## config.mk

```make
export PLATFORM = sky130hd
export DESIGN_NAME = spi_master_register_controller
export DESIGN_NICKNAME = d
export VERILOG_FILES = /design/src/design/smrc_pkg.sv /design/src/design/spi_master_register_controller.sv /design/src/design/smrc_rx_fifo.sv
export SDC_FILE = /design/constraint.sdc
export NUM_CORES = 1
export LEC_CHECK = 0
export BUFFER_PORTS_ARGS = -buffer_cell sky130_fd_sc_hd__buf_2
export CORE_UTILIZATION = 59
export DETAILED_ROUTE_END_ITERATION = 10
export HOLD_SLACK_MARGIN = 0.05
export PLACE_DENSITY = 0.8
export SETUP_SLACK_MARGIN = 0.5
export SYNTH_ARGS = -nofsm -noshare
export SYNTH_HDL_FRONTEND = slang
export SYNTH_HIERARCHICAL = 1
export SYNTH_SLANG_ARGS = --single-unit
```

## constraint.sdc

```tcl
create_clock -name clk -period 12.2 [get_ports clk]
set_clock_uncertainty 0.15 [all_clocks]
set_input_delay 2.44 -clock clk [delete_from_list [all_inputs] [get_ports clk]]
set_output_delay 2.44 -clock clk [all_outputs]
set_load 0.05 [all_outputs]
```

## src/design/smrc_pkg.sv

```systemverilog
`default_nettype none

package smrc_pkg;

  localparam int RX_FIFO_DEPTH_DEF = 16;
  localparam int NUM_SELECTS_DEF   = 4;
  localparam int NUM_CS_LINES      = 4;
  localparam int NUM_PLAIN         = 6;

  localparam logic MODE_READ  = 1'b0;
  localparam logic MODE_WRITE = 1'b1;

  // Register offsets
  localparam logic [11:0] OFS_VERSION  = 12'h000;
  localparam logic [11:0] OFS_PARAMS   = 12'h004;
  localparam logic [11:0] OFS_CONTROL  = 12'h010;
  localparam logic [11:0] OFS_STATUS   = 12'h014;
  localparam logic [11:0] OFS_IRQ_EN   = 12'h018;
  localparam logic [11:0] OFS_DMA_EN   = 12'h01C;
  localparam logic [11:0] OFS_PLAIN0   = 12'h020;
  localparam logic [11:0] OFS_PLAIN1   = 12'h024;
  localparam logic [11:0] OFS_PLAIN2   = 12'h030;
  localparam logic [11:0] OFS_PLAIN3   = 12'h034;
  localparam logic [11:0] OFS_PLAIN4   = 12'h040;
  localparam logic [11:0] OFS_PLAIN5   = 12'h044;
  localparam logic [11:0] OFS_FIFO_CTL = 12'h058;
  localparam logic [11:0] OFS_FIFO_ST  = 12'h05C;
  localparam logic [11:0] OFS_CMD      = 12'h060;
  localparam logic [11:0] OFS_TX_DATA  = 12'h064;
  localparam logic [11:0] OFS_RX_STAT  = 12'h070;
  localparam logic [11:0] OFS_RX_DATA  = 12'h074;
  localparam logic [11:0] OFS_RX_PEEK  = 12'h078;

  localparam logic [31:0] VERSION_WORD = 32'h0200_0004;
  localparam logic [31:0] PARAMS_LOW   = 32'h0000_0404;
  localparam logic [31:0] IRQ_MASK     = 32'h0000_3F03;
  localparam logic [31:0] CMD_RESET    = 32'h0000_001F;

  localparam int CTL_ENABLE_BIT    = 0;
  localparam int CTL_CLEAR_ALL_BIT = 1;
  localparam int CTL_CLEAR_RX_BIT  = 9;
  localparam int CMD_TX_MASK_BIT   = 18;
  localparam int CMD_RX_MASK_BIT   = 19;
  localparam int CMD_CONT_BIT      = 21;

  localparam logic [2:0] NO_SELECT = 3'd4;

  typedef struct packed {
    logic        mode;
    logic [11:0] reg_offset;
    logic [31:0] write_data;
    logic [31:0] miso_word;
  } in_item_t;

  typedef struct packed {
    logic [31:0] read_data;
    logic        irq_level;
    logic        dma_tx_request;
    logic        dma_rx_request;
    logic [3:0]  chip_selects_n;
    logic        shift_valid;
    logic [31:0] mosi_word;
    logic [2:0]  shift_bytes;
  } out_item_t;

  typedef struct packed {
    logic push;
    logic pop;
    logic clear;
  } fifo_cmd_t;

  function automatic logic [31:0] status_word(input logic [2:0] sticky,
                                              input logic nonempty);
    status_word = {21'd0, sticky, 6'd0, nonempty, 1'b1};
  endfunction

  function automatic logic [2:0] plain_index(input logic [11:0] ofs);
    case (ofs)
      OFS_PLAIN0: plain_index = 3'd0;
      OFS_PLAIN1: plain_index = 3'd1;
      OFS_PLAIN2: plain_index = 3'd2;
      OFS_PLAIN3: plain_index = 3'd3;
      OFS_PLAIN4: plain_index = 3'd4;
      OFS_PLAIN5: plain_index = 3'd5;
      default:    plain_index = 3'd0;
    endcase
  endfunction

endpackage

`default_nettype wire

```

## src/design/spi_master_register_controller.sv

```systemverilog
`default_nettype none

// Channel  Direction  Payload     Handshake
// in       into block in_item_t   in_valid / in_stall
// out      from block out_item_t  out_valid / out_stall
//
// Each access is decoded and applied to the registers and the receive FIFO at
// the accepting edge, and its result sits in the output register from the next
// cycle. One access is accepted per cycle while in_stall is low.
// Reset restores all register-map registers, empties the FIFO and releases chip select.
// in_stall rises only while a result waits in the output register and
// out_stall holds it there.

module spi_master_register_controller #(
  parameter int RX_FIFO_DEPTH = smrc_pkg::RX_FIFO_DEPTH_DEF,
  parameter int NUM_SELECTS   = smrc_pkg::NUM_SELECTS_DEF
) (
  input  wire                 clk,
  input  wire                 rst,
  input  wire                 in_valid,
  output logic                in_stall,
  input  smrc_pkg::in_item_t  in_data,
  output logic                out_valid,
  input  wire                 out_stall,
  output smrc_pkg::out_item_t out_data
);
  import smrc_pkg::*;

  localparam int CNT_W = $clog2(RX_FIFO_DEPTH + 1);

  logic        accept;

  logic [3:0]  control;
  logic [2:0]  sticky;
  logic [31:0] irq_en;
  logic [31:0] dma_en;
  logic [31:0] fifo_ctl;
  logic [31:0] xfer_cmd;
  logic [31:0] plain [NUM_PLAIN];
  logic [2:0]  active_sel;

  logic [3:0]  control_next;
  logic [2:0]  sticky_next;
  logic [31:0] irq_en_next;
  logic [31:0] dma_en_next;
  logic [31:0] fifo_ctl_next;
  logic [31:0] xfer_cmd_next;
  logic [2:0]  active_sel_next;
  logic        plain_we;
  logic [2:0]  plain_idx;

  fifo_cmd_t        fcmd;
  logic [31:0]      push_data;
  logic [CNT_W-1:0] fifo_count;
  logic [CNT_W-1:0] count_after;
  logic [31:0]      head_data;

  logic [2:0]  nbytes;
  logic [31:0] keep;
  out_item_t   res;

  assign in_stall  = out_valid && out_stall;
  assign accept    = in_valid && !in_stall;
  assign plain_idx = plain_index(in_data.reg_offset);

  always_comb begin
    nbytes = (xfer_cmd[11:5] != 7'd0) ? 3'd4 : 3'({1'b0, xfer_cmd[4:3]} + 3'd1);
    case (nbytes)
      3'd1:    keep = 32'h0000_00FF;
      3'd2:    keep = 32'h0000_FFFF;
      3'd3:    keep = 32'h00FF_FFFF;
      default: keep = 32'hFFFF_FFFF;
    endcase
  end

  always_comb begin
    control_next    = control;
    sticky_next     = sticky;
    irq_en_next     = irq_en;
    dma_en_next     = dma_en;
    fifo_ctl_next   = fifo_ctl;
    xfer_cmd_next   = xfer_cmd;
    active_sel_next = active_sel;
    plain_we        = 1'b0;
    fcmd            = '0;
    push_data       = in_data.miso_word & keep;
    res             = '0;

    if (in_data.mode == MODE_READ) begin
      case (in_data.reg_offset)
        OFS_VERSION:  res.read_data = VERSION_WORD;
        OFS_PARAMS:   res.read_data = (32'(NUM_SELECTS) << 16) | PARAMS_LOW;
        OFS_CONTROL:  res.read_data = {28'd0, control};
        OFS_STATUS:   res.read_data = status_word(sticky, fifo_count != '0);
        OFS_IRQ_EN:   res.read_data = irq_en;
        OFS_DMA_EN:   res.read_data = dma_en;
        OFS_PLAIN0, OFS_PLAIN1, OFS_PLAIN2, OFS_PLAIN3, OFS_PLAIN4, OFS_PLAIN5:
          res.read_data = plain[plain_idx];
        OFS_FIFO_CTL: res.read_data = fifo_ctl;
        OFS_FIFO_ST:  res.read_data = 32'(fifo_count) << 16;
        OFS_CMD:      res.read_data = xfer_cmd;
        OFS_RX_STAT:  res.read_data = (fifo_count != '0) ? 32'd0 : 32'd2;
        OFS_RX_DATA: begin
          if (fifo_count != '0) begin
            res.read_data = head_data;
            fcmd.pop      = 1'b1;
          end
        end
        OFS_RX_PEEK: begin
          if (fifo_count != '0) begin
            res.read_data = head_data;
          end
        end
        default: res.read_data = 32'd0;
      endcase
    end else begin
      case (in_data.reg_offset)
        OFS_CONTROL: begin
          control_next = in_data.write_data[3:0];
          if (in_data.write_data[CTL_CLEAR_ALL_BIT]) begin
            sticky_next = 3'd0;
            fcmd.clear  = 1'b1;
          end
          if (in_data.write_data[CTL_CLEAR_RX_BIT]) begin
            fcmd.clear = 1'b1;
          end
        end
        OFS_STATUS:   sticky_next   = sticky & ~in_data.write_data[10:8];
        OFS_IRQ_EN:   irq_en_next   = in_data.write_data;
        OFS_DMA_EN:   dma_en_next   = in_data.write_data;
        OFS_PLAIN0, OFS_PLAIN1, OFS_PLAIN2, OFS_PLAIN3, OFS_PLAIN4, OFS_PLAIN5:
          plain_we = 1'b1;
        OFS_FIFO_CTL: fifo_ctl_next = in_data.write_data;
        OFS_CMD:      xfer_cmd_next = in_data.write_data;
        OFS_TX_DATA: begin
          if (control[CTL_ENABLE_BIT]) begin
            // drop the received word when masked or the FIFO is full
            if (!xfer_cmd[CMD_RX_MASK_BIT] &&
                (32'(fifo_count) < 32'(RX_FIFO_DEPTH))) begin
              fcmd.push = 1'b1;
            end
            if (xfer_cmd[CMD_CONT_BIT]) begin
              active_sel_next = {1'b0, xfer_cmd[25:24]};
              sticky_next     = sticky | 3'b011;
            end else begin
              active_sel_next = NO_SELECT;
              sticky_next     = sticky | 3'b111;
            end
            res.shift_valid = 1'b1;
            res.mosi_word   = xfer_cmd[CMD_TX_MASK_BIT] ? keep
                                                        : (in_data.write_data & keep);
            res.shift_bytes = nbytes;
          end
        end
        default: ;
      endcase
    end

    if (!accept) begin
      fcmd = '0;
    end

    if (fcmd.clear) begin
      count_after = '0;
    end else if (fcmd.pop) begin
      count_after = fifo_count - CNT_W'(1);
    end else if (fcmd.push) begin
      count_after = fifo_count + CNT_W'(1);
    end else begin
      count_after = fifo_count;
    end

    res.irq_level = (status_word(sticky_next, count_after != '0) & irq_en_next
                     & IRQ_MASK) != 32'd0;
    res.dma_tx_request = control_next[CTL_ENABLE_BIT] && dma_en_next[0];
    res.dma_rx_request = control_next[CTL_ENABLE_BIT] && dma_en_next[1] &&
                         (32'(count_after) > 32'(fifo_ctl_next[19:16]));
    for (int n = 0; n < NUM_CS_LINES; n++) begin
      res.chip_selects_n[n] = !((n < NUM_SELECTS) && (active_sel_next == 3'(n)));
    end
  end

  always_ff @(posedge clk) begin
    if (rst) begin
      control    <= '0;
      sticky     <= '0;
      irq_en     <= '0;
      dma_en     <= '0;
      fifo_ctl   <= '0;
      xfer_cmd   <= CMD_RESET;
      active_sel <= NO_SELECT;
      for (int i = 0; i < NUM_PLAIN; i++) begin
        plain[i] <= '0;
      end
    end else if (accept) begin
      control    <= control_next;
      sticky     <= sticky_next;
      irq_en     <= irq_en_next;
      dma_en     <= dma_en_next;
      fifo_ctl   <= fifo_ctl_next;
      xfer_cmd   <= xfer_cmd_next;
      active_sel <= active_sel_next;
      if (plain_we) begin
        plain[plain_idx] <= in_data.write_data;
      end
    end
  end

  always_ff @(posedge clk) begin
    if (rst) begin
      out_valid <= 1'b0;
    end else if (accept) begin
      out_valid <= 1'b1;
    end else if (!out_stall) begin
      out_valid <= 1'b0;
    end
  end

  always_ff @(posedge clk) begin
    if (accept) begin
      out_data <= res;
    end
  end

  smrc_rx_fifo #(
    .RX_FIFO_DEPTH(RX_FIFO_DEPTH)
  ) u_rx_fifo (
    .clk       (clk),
    .rst       (rst),
    .cmd       (fcmd),
    .push_data (push_data),
    .count     (fifo_count),
    .head_data (head_data)
  );

endmodule

`default_nettype wire

```

## src/design/smrc_rx_fifo.sv

```systemverilog
`default_nettype none

module smrc_rx_fifo #(
  parameter int RX_FIFO_DEPTH = smrc_pkg::RX_FIFO_DEPTH_DEF
) (
  input  wire                                  clk,
  input  wire                                  rst,
  input  smrc_pkg::fifo_cmd_t                  cmd,
  input  wire [31:0]                           push_data,
  output logic [$clog2(RX_FIFO_DEPTH+1)-1:0]   count,
  output logic [31:0]                          head_data
);
  import smrc_pkg::*;

  localparam int PTR_W = $clog2(RX_FIFO_DEPTH);
  localparam int CNT_W = $clog2(RX_FIFO_DEPTH + 1);
  localparam int SUM_W = CNT_W + 1;

  logic [31:0]      mem [RX_FIFO_DEPTH];
  logic [PTR_W-1:0] head;
  logic [PTR_W-1:0] head_next;
  logic [CNT_W-1:0] count_next;
  logic [SUM_W-1:0] tail_sum;
  logic [PTR_W-1:0] tail;

  always_comb begin
    tail_sum = SUM_W'(head) + SUM_W'(count);
    // head + count stays below twice the depth: one subtract wraps it
    if (tail_sum >= SUM_W'(RX_FIFO_DEPTH)) begin
      tail_sum = tail_sum - SUM_W'(RX_FIFO_DEPTH);
    end
    tail = tail_sum[PTR_W-1:0];
  end

  always_comb begin
    head_next  = head;
    count_next = count;
    if (cmd.clear) begin
      head_next  = '0;
      count_next = '0;
    end else if (cmd.pop) begin
      head_next  = (head == PTR_W'(RX_FIFO_DEPTH - 1)) ? '0 : head + PTR_W'(1);
      count_next = count - CNT_W'(1);
    end else if (cmd.push) begin
      count_next = count + CNT_W'(1);
    end
  end

  always_ff @(posedge clk) begin
    if (rst) begin
      head  <= '0;
      count <= '0;
    end else begin
      head  <= head_next;
      count <= count_next;
    end
  end

  // Keep the word at the head registered; bypass a push that lands there
  always_ff @(posedge clk) begin
    if (cmd.push) begin
      mem[tail] <= push_data;
    end
    if (cmd.push && (tail == head_next)) begin
      head_data <= push_data;
    end else begin
      head_data <= mem[head_next];
    end
  end

endmodule

`default_nettype wire

```

==> Yosys cells after proc, flatten, opt, wreduce, memory -nomap -nowiden <==
Memory sizes are Yosys's and may differ from the RTL's. A register that Yosys moved wholly into a read port is not among the register bits.
Index checks and enable logic that the tools add are counted.
{ "word_totals": {"romBits": 0, "out_inout_bits": 77, "inputBits": 81, "latchBits": 0, "ram_bits": 704, "elab_cells": 149, "register_bits": 223, "memories": 2} }
{ "classes": {"n_reduce_logical": 27, "n_mul": 0, "n_div": 0, "add_sub_neg": 6, "n_eq_ne": 26, "n_lt_le_gt_ge": 3, "bitwise_logic": 5, "muxes": 59, "n_shift": 0} }
{ "memory_table": {"columns": ["name", "words", "word_bits", "read_ports", "rd_ports_with_merged_regs", "write_ports", "line", "text"], "rows": [
  ["u_rx_fifo.mem", 16, 32, 1, 1, 1, "smrc_rx_fifo.sv:19", "logic [31:0] mem [RX_FIFO_DEPTH];"],
  ["plain", 6, 32, 1, 0, 6, "spi_master_register_controller.sv:39", "logic [31:0] plain [NUM_PLAIN];"]
]} }
{ "ops": {"columns": ["op", "count"], "rows": [
  ["32-bit one-hot mux with 12 select lines", 1],
  ["32-bit 2-to-1 mux", 5],
  ["12-bit by 7-bit == test with 1-bit output, second input constant", 9],
  ["32-bit one-hot mux with 3 select lines", 1],
  ["32-bit bitwise AND", 2],
  ["12-bit by 5-bit == test with 1-bit output, second input constant", 4],
  ["12-bit by 6-bit == test with 1-bit output, second input constant", 4],
  ["20-bit 2-to-1 mux", 2],
  ["36-bit 2-to-1 mux", 1],
  ["3-bit 2-to-1 mux", 11],
  ["32-bit nonzero test", 1],
  ["32-bit OR reduction", 1],
  ["1-bit 2-to-1 mux", 26],
  ["4-bit 2-to-1 mux", 4],
  ["5-bit 2-to-1 mux", 3],
  ["3-bit one-hot mux with 5 select lines", 1],
  ["3-bit AND reduction", 5],
  ["11-bit by 14-bit bitwise AND with 14-bit output", 1],
  ["12-bit by 3-bit == test with 1-bit output, second input constant", 1],
  ["3-bit by 2-bit == test with 1-bit output, second input constant", 4],
  ["12-bit zero test", 1],
  ["5-bit nonzero test", 2],
  ["3-bit one-hot mux with 3 select lines", 1],
  ["7-bit nonzero test", 1],
  ["21 further kinds", 34]
]} }

==> Longest topological paths before layout <==
{ "logic_depth": {"depth_word": 13, "depth_mapped": 15, "ltp_nobuf": 15} }

==> Hierarchy <==
The synthesis kept the hierarchy.
{ "modules_own_cells": {"columns": ["module", "area_per_inst_um2", "n_inst", "cells_per_inst", "seq_area_each_um2"], "rows": [
  ["spi_master_register_controller", 20917.6, 1, 2058, 12662.1],
  ["smrc_rx_fifo", 19947.9, 1, 890, 15635.0]
]} }

==> Least setup slack after synthesis <==
Ideal clock, no wire load.
{ "synth_timing": {"path_kind": "input port to flip-flop", "start": "in in_valid", "end": "reg irq_en[13]", "path_buffers": 2, "path_slack_ps": 6012, "setup_time_ps": 132, "cell_stages": 7, "required_ps": 11918, "arrival_ps": 5906, "cell_sequence": "a21bo_2 > inv_1 > clkbuf_1 > nand2_1 > clkbuf_1 > nand2_1 > a21oi_1"} }
{ "synth_between": {"elab_chain_len": 1} }
{ "synth_rtl": {"columns": ["item", "line", "text"], "rows": [
  ["start: declaration", "spi_master_register_controller.sv:20", "input wire in_valid,"],
  ["1-bit logical AND", "spi_master_register_controller.sv:63", "assign accept = in_valid && !in_stall;"],
  ["via accept", "spi_master_register_controller.sv:31", "logic accept;"],
  ["end signal: assignment", "spi_master_register_controller.sv:198", "irq_en <= irq_en_next;"],
  ["end: declaration", "spi_master_register_controller.sv:35", "logic [31:0] irq_en;"]
]} }
The timed path passes the listed nets, and every way through them passes these cells.
A chain may end at the register's enable or synchronous reset.

==> impl_metrics.env <==
export IMPL_worst_r2r_setup_slack_ps=7640
export IMPL_hold_class="register to register"
export IMPL_grt_max_degree=106
export IMPL_slew_violations=0
export IMPL_peakVddDrop_mv=0.142
export IMPL_relSlewSlack_pct=10.3
export IMPL_synthFlopType="edfxtp_1"
export IMPL_numClockSinks=993
export IMPL_drive_gt1_share_pct=17.8
export IMPL_combPwrFrac_pct=2.8
export IMPL_synth_top_area_cell="edfxtp_1"
export IMPL_hold_start="irq_en[26]"
export IMPL_place_hpwl_mm=63.6
export IMPL_period_share_pct=50.2
export IMPL_antenna_left=0
export IMPL_grt_ovfl_total=0
export IMPL_syn_instance_count=2948
export IMPL_clk_pin_slew_worst_paths_ps=60
export IMPL_path_cells="buf_2 > a21bo_2 > inv_4 > buf_4 > nand2_1 > nor3b_4 > buf_4 > nand3_1 > buf_4 > nand2b_1 > buf_4"
export IMPL_detail_route_wl_per_cell_um=26.3
export IMPL_drt_iter0_markers=3860
export IMPL_crit_required_ps=12340
export IMPL_p_int_mw=5.44
export IMPL_cap_violations=0
export IMPL_ys_seq_area_share_pct=69.2
export IMPL_start_util_pct=59.6
export IMPL_fp_dieH_um=265
export IMPL_hold_ws_ps=303
export IMPL_worst_path_max_delay_cell="buf_4"
export IMPL_antenna_found_initial=3
export IMPL_finalHoldViolations=0
export IMPL_htreeDepth=3
export IMPL_rsz0062_at_grt="false"
export IMPL_setup_viol=0
export IMPL_p_leak_nw=15.5
export IMPL_clkPwrFrac_pct=42.8
export IMPL_p_switching_mw=1.41
export IMPL_port_buffers=157
export IMPL_core_rowCount=96
export IMPL_ios=158
export IMPL_maxUsedRoutingLayer="met5"
export IMPL_ctsHoldBuffers=0
export IMPL_fin_crit_ps=6130
export IMPL_dieWidth_um=265
export IMPL_wl_mm=109
export IMPL_drc=0
export IMPL_synth_area_per_cell_um2=13.9
export IMPL_cts_made_buffers=96
export IMPL_dr_pass1_iters=6
export IMPL_coreArea_um2=68600
export IMPL_yosys_warnings=6
export IMPL_synth_distinct_cells=78
export IMPL_clock_fmax_mhz=163
export IMPL_r2r_start="out_valid"
export IMPL_synthTopCellsByArea="edfxtp_1 (62%), mux4_2 (7.5%), dfxtp_1 (7.4%)"
export IMPL_power_share_switching_pct=20.7
export IMPL_ys_ff_latch=993
export IMPL_grt_first_pass_wirelength_mm=162
export IMPL_worstSkewPairLatency_ps=650
export IMPL_async_reset_ff_share_pct=0
export IMPL_nets=3222
export IMPL_cts_tree="yes"
export IMPL_crit_path_end_kind="register"
export IMPL_cts_root_buf="clkbuf_16"
export IMPL_synth_edf_count=841
export IMPL_crit_path_frequent_cell="buf_4"
export IMPL_grtUsageTotal_pct=31.1
export IMPL_syn_area_um2=40900
export IMPL_p_seq_share_pct=54.4
export IMPL_worstSetupPathType="primary input to register"
export IMPL_path_delay_family="buffers and inverters"
export IMPL_powerDensity_nw_per_um2=149
export IMPL_fin_setup_tns_ps=0
export IMPL_cts_resized=0
export IMPL_dieArea_um2=70300
export IMPL_crit_start="out_stall"
export IMPL_tightest_slew_ps=1340
export IMPL_yosys_area_top_type_share_pct=61.8
export IMPL_vias=26500
export IMPL_critPathBufInv=6
export IMPL_path_max_fanout=60
export IMPL_met1_length_mm=39.1
export IMPL_vias_per_cell=6.41
export IMPL_dr_wl_met2_mm=53.0
export IMPL_startpoint_type="primary input"
export IMPL_cts_setup_buffers=0
export IMPL_critPathArrivalTime_ps=6270
export IMPL_gp_congestion=0.928
export IMPL_cts_path_max_buffers=3
export IMPL_cp_slowest_stage_delay_ps=750
export IMPL_wl_met3_mm=12.2
export IMPL_grt_pass1_vias=26500
export IMPL_area_growth_synth_to_final_pct=12.5
export IMPL_status="completed"
-- worst paths after layout --
path | cells past startpoint | endpoint
setup / recovery | 11 | plain[1][3]
hold / removal | 2 | irq_en[26]
setup reg to reg | 10 | plain[1][3]
hold reg to reg | 2 | irq_en[26]
-- power groups by stage --
stage / clock, mW / combinational (mW) / sequential, mW
floorplan: 0 / 0.0720 / 3.84
global placement: 0 / 0.179 / 3.80
detailed placement: 0 / 0.185 / 3.80
CTS: 2.96 / 0.187 / 3.73
global route: 3.09 / 0.200 / 3.73
finish: 2.93 / 0.189 / 3.73
-- stage by stage --
stage          area [um2]  cells  total power, mW  utilization, %  setup WS (ps)
2_1_floorplan       41100   3009             3.91               -           6010
3_3_place_gp        42800   3957             3.98            62.5           5630
3_5_place_dp        42800   3957             3.99            62.5           5460
4_1_cts             46000   4137             6.87            67.0           6130
5_1_grt             46000   4138             7.02            67.0           5960
6_report            46000   4143             6.85            67.0           6070
-- cells in the mapped netlist, types with 11 or more instances --
master	n
a211oi_1	36
a21oi_1	153
a221o_1	11
a221oi_1	19
a22oi_1	89
a311oi_1	26
a31oi_1	32
and2_1	92
and3_1	12
buf_2	35
buf_4	15
clkbuf_1	134
dfxtp_1	152
edfxtp_1	841
ha_1	15
inv_1	47
mux2i_1	25
mux4_2	136
nand2_1	541
nand3_1	76
nand3b_1	11
nor2_1	253
nor2b_1	12
o21ai_0	15
o22ai_2	20
-- cell usage in the layout, fill, tap and decap left out, types with 36 or more instances in the layout --
cell and n:
a22oi_1 89, buf_2 156, a211oi_1 36, nand2_1 541
and2_1 91, a21oi_1 153, buf_4 58, nand3_1 74
dfxtp_1 150, conb_1 62, inv_1 46, clkbuf_16 100
nor2_1 233, edfxtp_1 841, mux4_2 136
-- metal layers --
metal  vias to the layer above  global-route usage, %
met2                      1763                   51.2
met5                         -                      0
met1                     13100                   40.9
li1                      11300                      -
met3                       322                   5.85
met4                         2                   13.5
-- worst register-to-register path, delay by kind of cell (launching register included) --
kind / cells / cell delay [ps]
buffers and inverters: 5 / 2280
and+or+nand+nor: 4 / 1100
DFF: 1 / 340
AOI/OAI and AO/OA: 1 / 300
-- registers in the layout, summed over array words and instances, names as in the netlist, named ones only --
name and count:
active_sel 3, xfer_cmd 32, sticky 3, dma_en 32, plain 254, u_rx_fifo/mem 512
fifo_ctl 32, control 4, u_rx_fifo/count 5, out_valid 1, irq_en 32, u_rx_fifo/head 4
out_data 75
-- cell families after synthesis --
group | synth area share [%]
flops | 69.2
fa+ha+maj | 0.557
compound gates | 7.71
other cells | 0.00918
mux | 8.19
xor+xnor | 0.193
buf+inv | 2.55
simple gates | 11.6
-- final cells by class --
class,instances,area [um2]
tap,931,1160
timing repair buffer,215,1240
clock inverter,52,457
fill,4591,22600
clock buffer,128,2660
sequential,993,28300
inverter,48,183
antenna,6,15.0
multi-input combinational,1770,12000
Power figures use the tool's default switching activity.
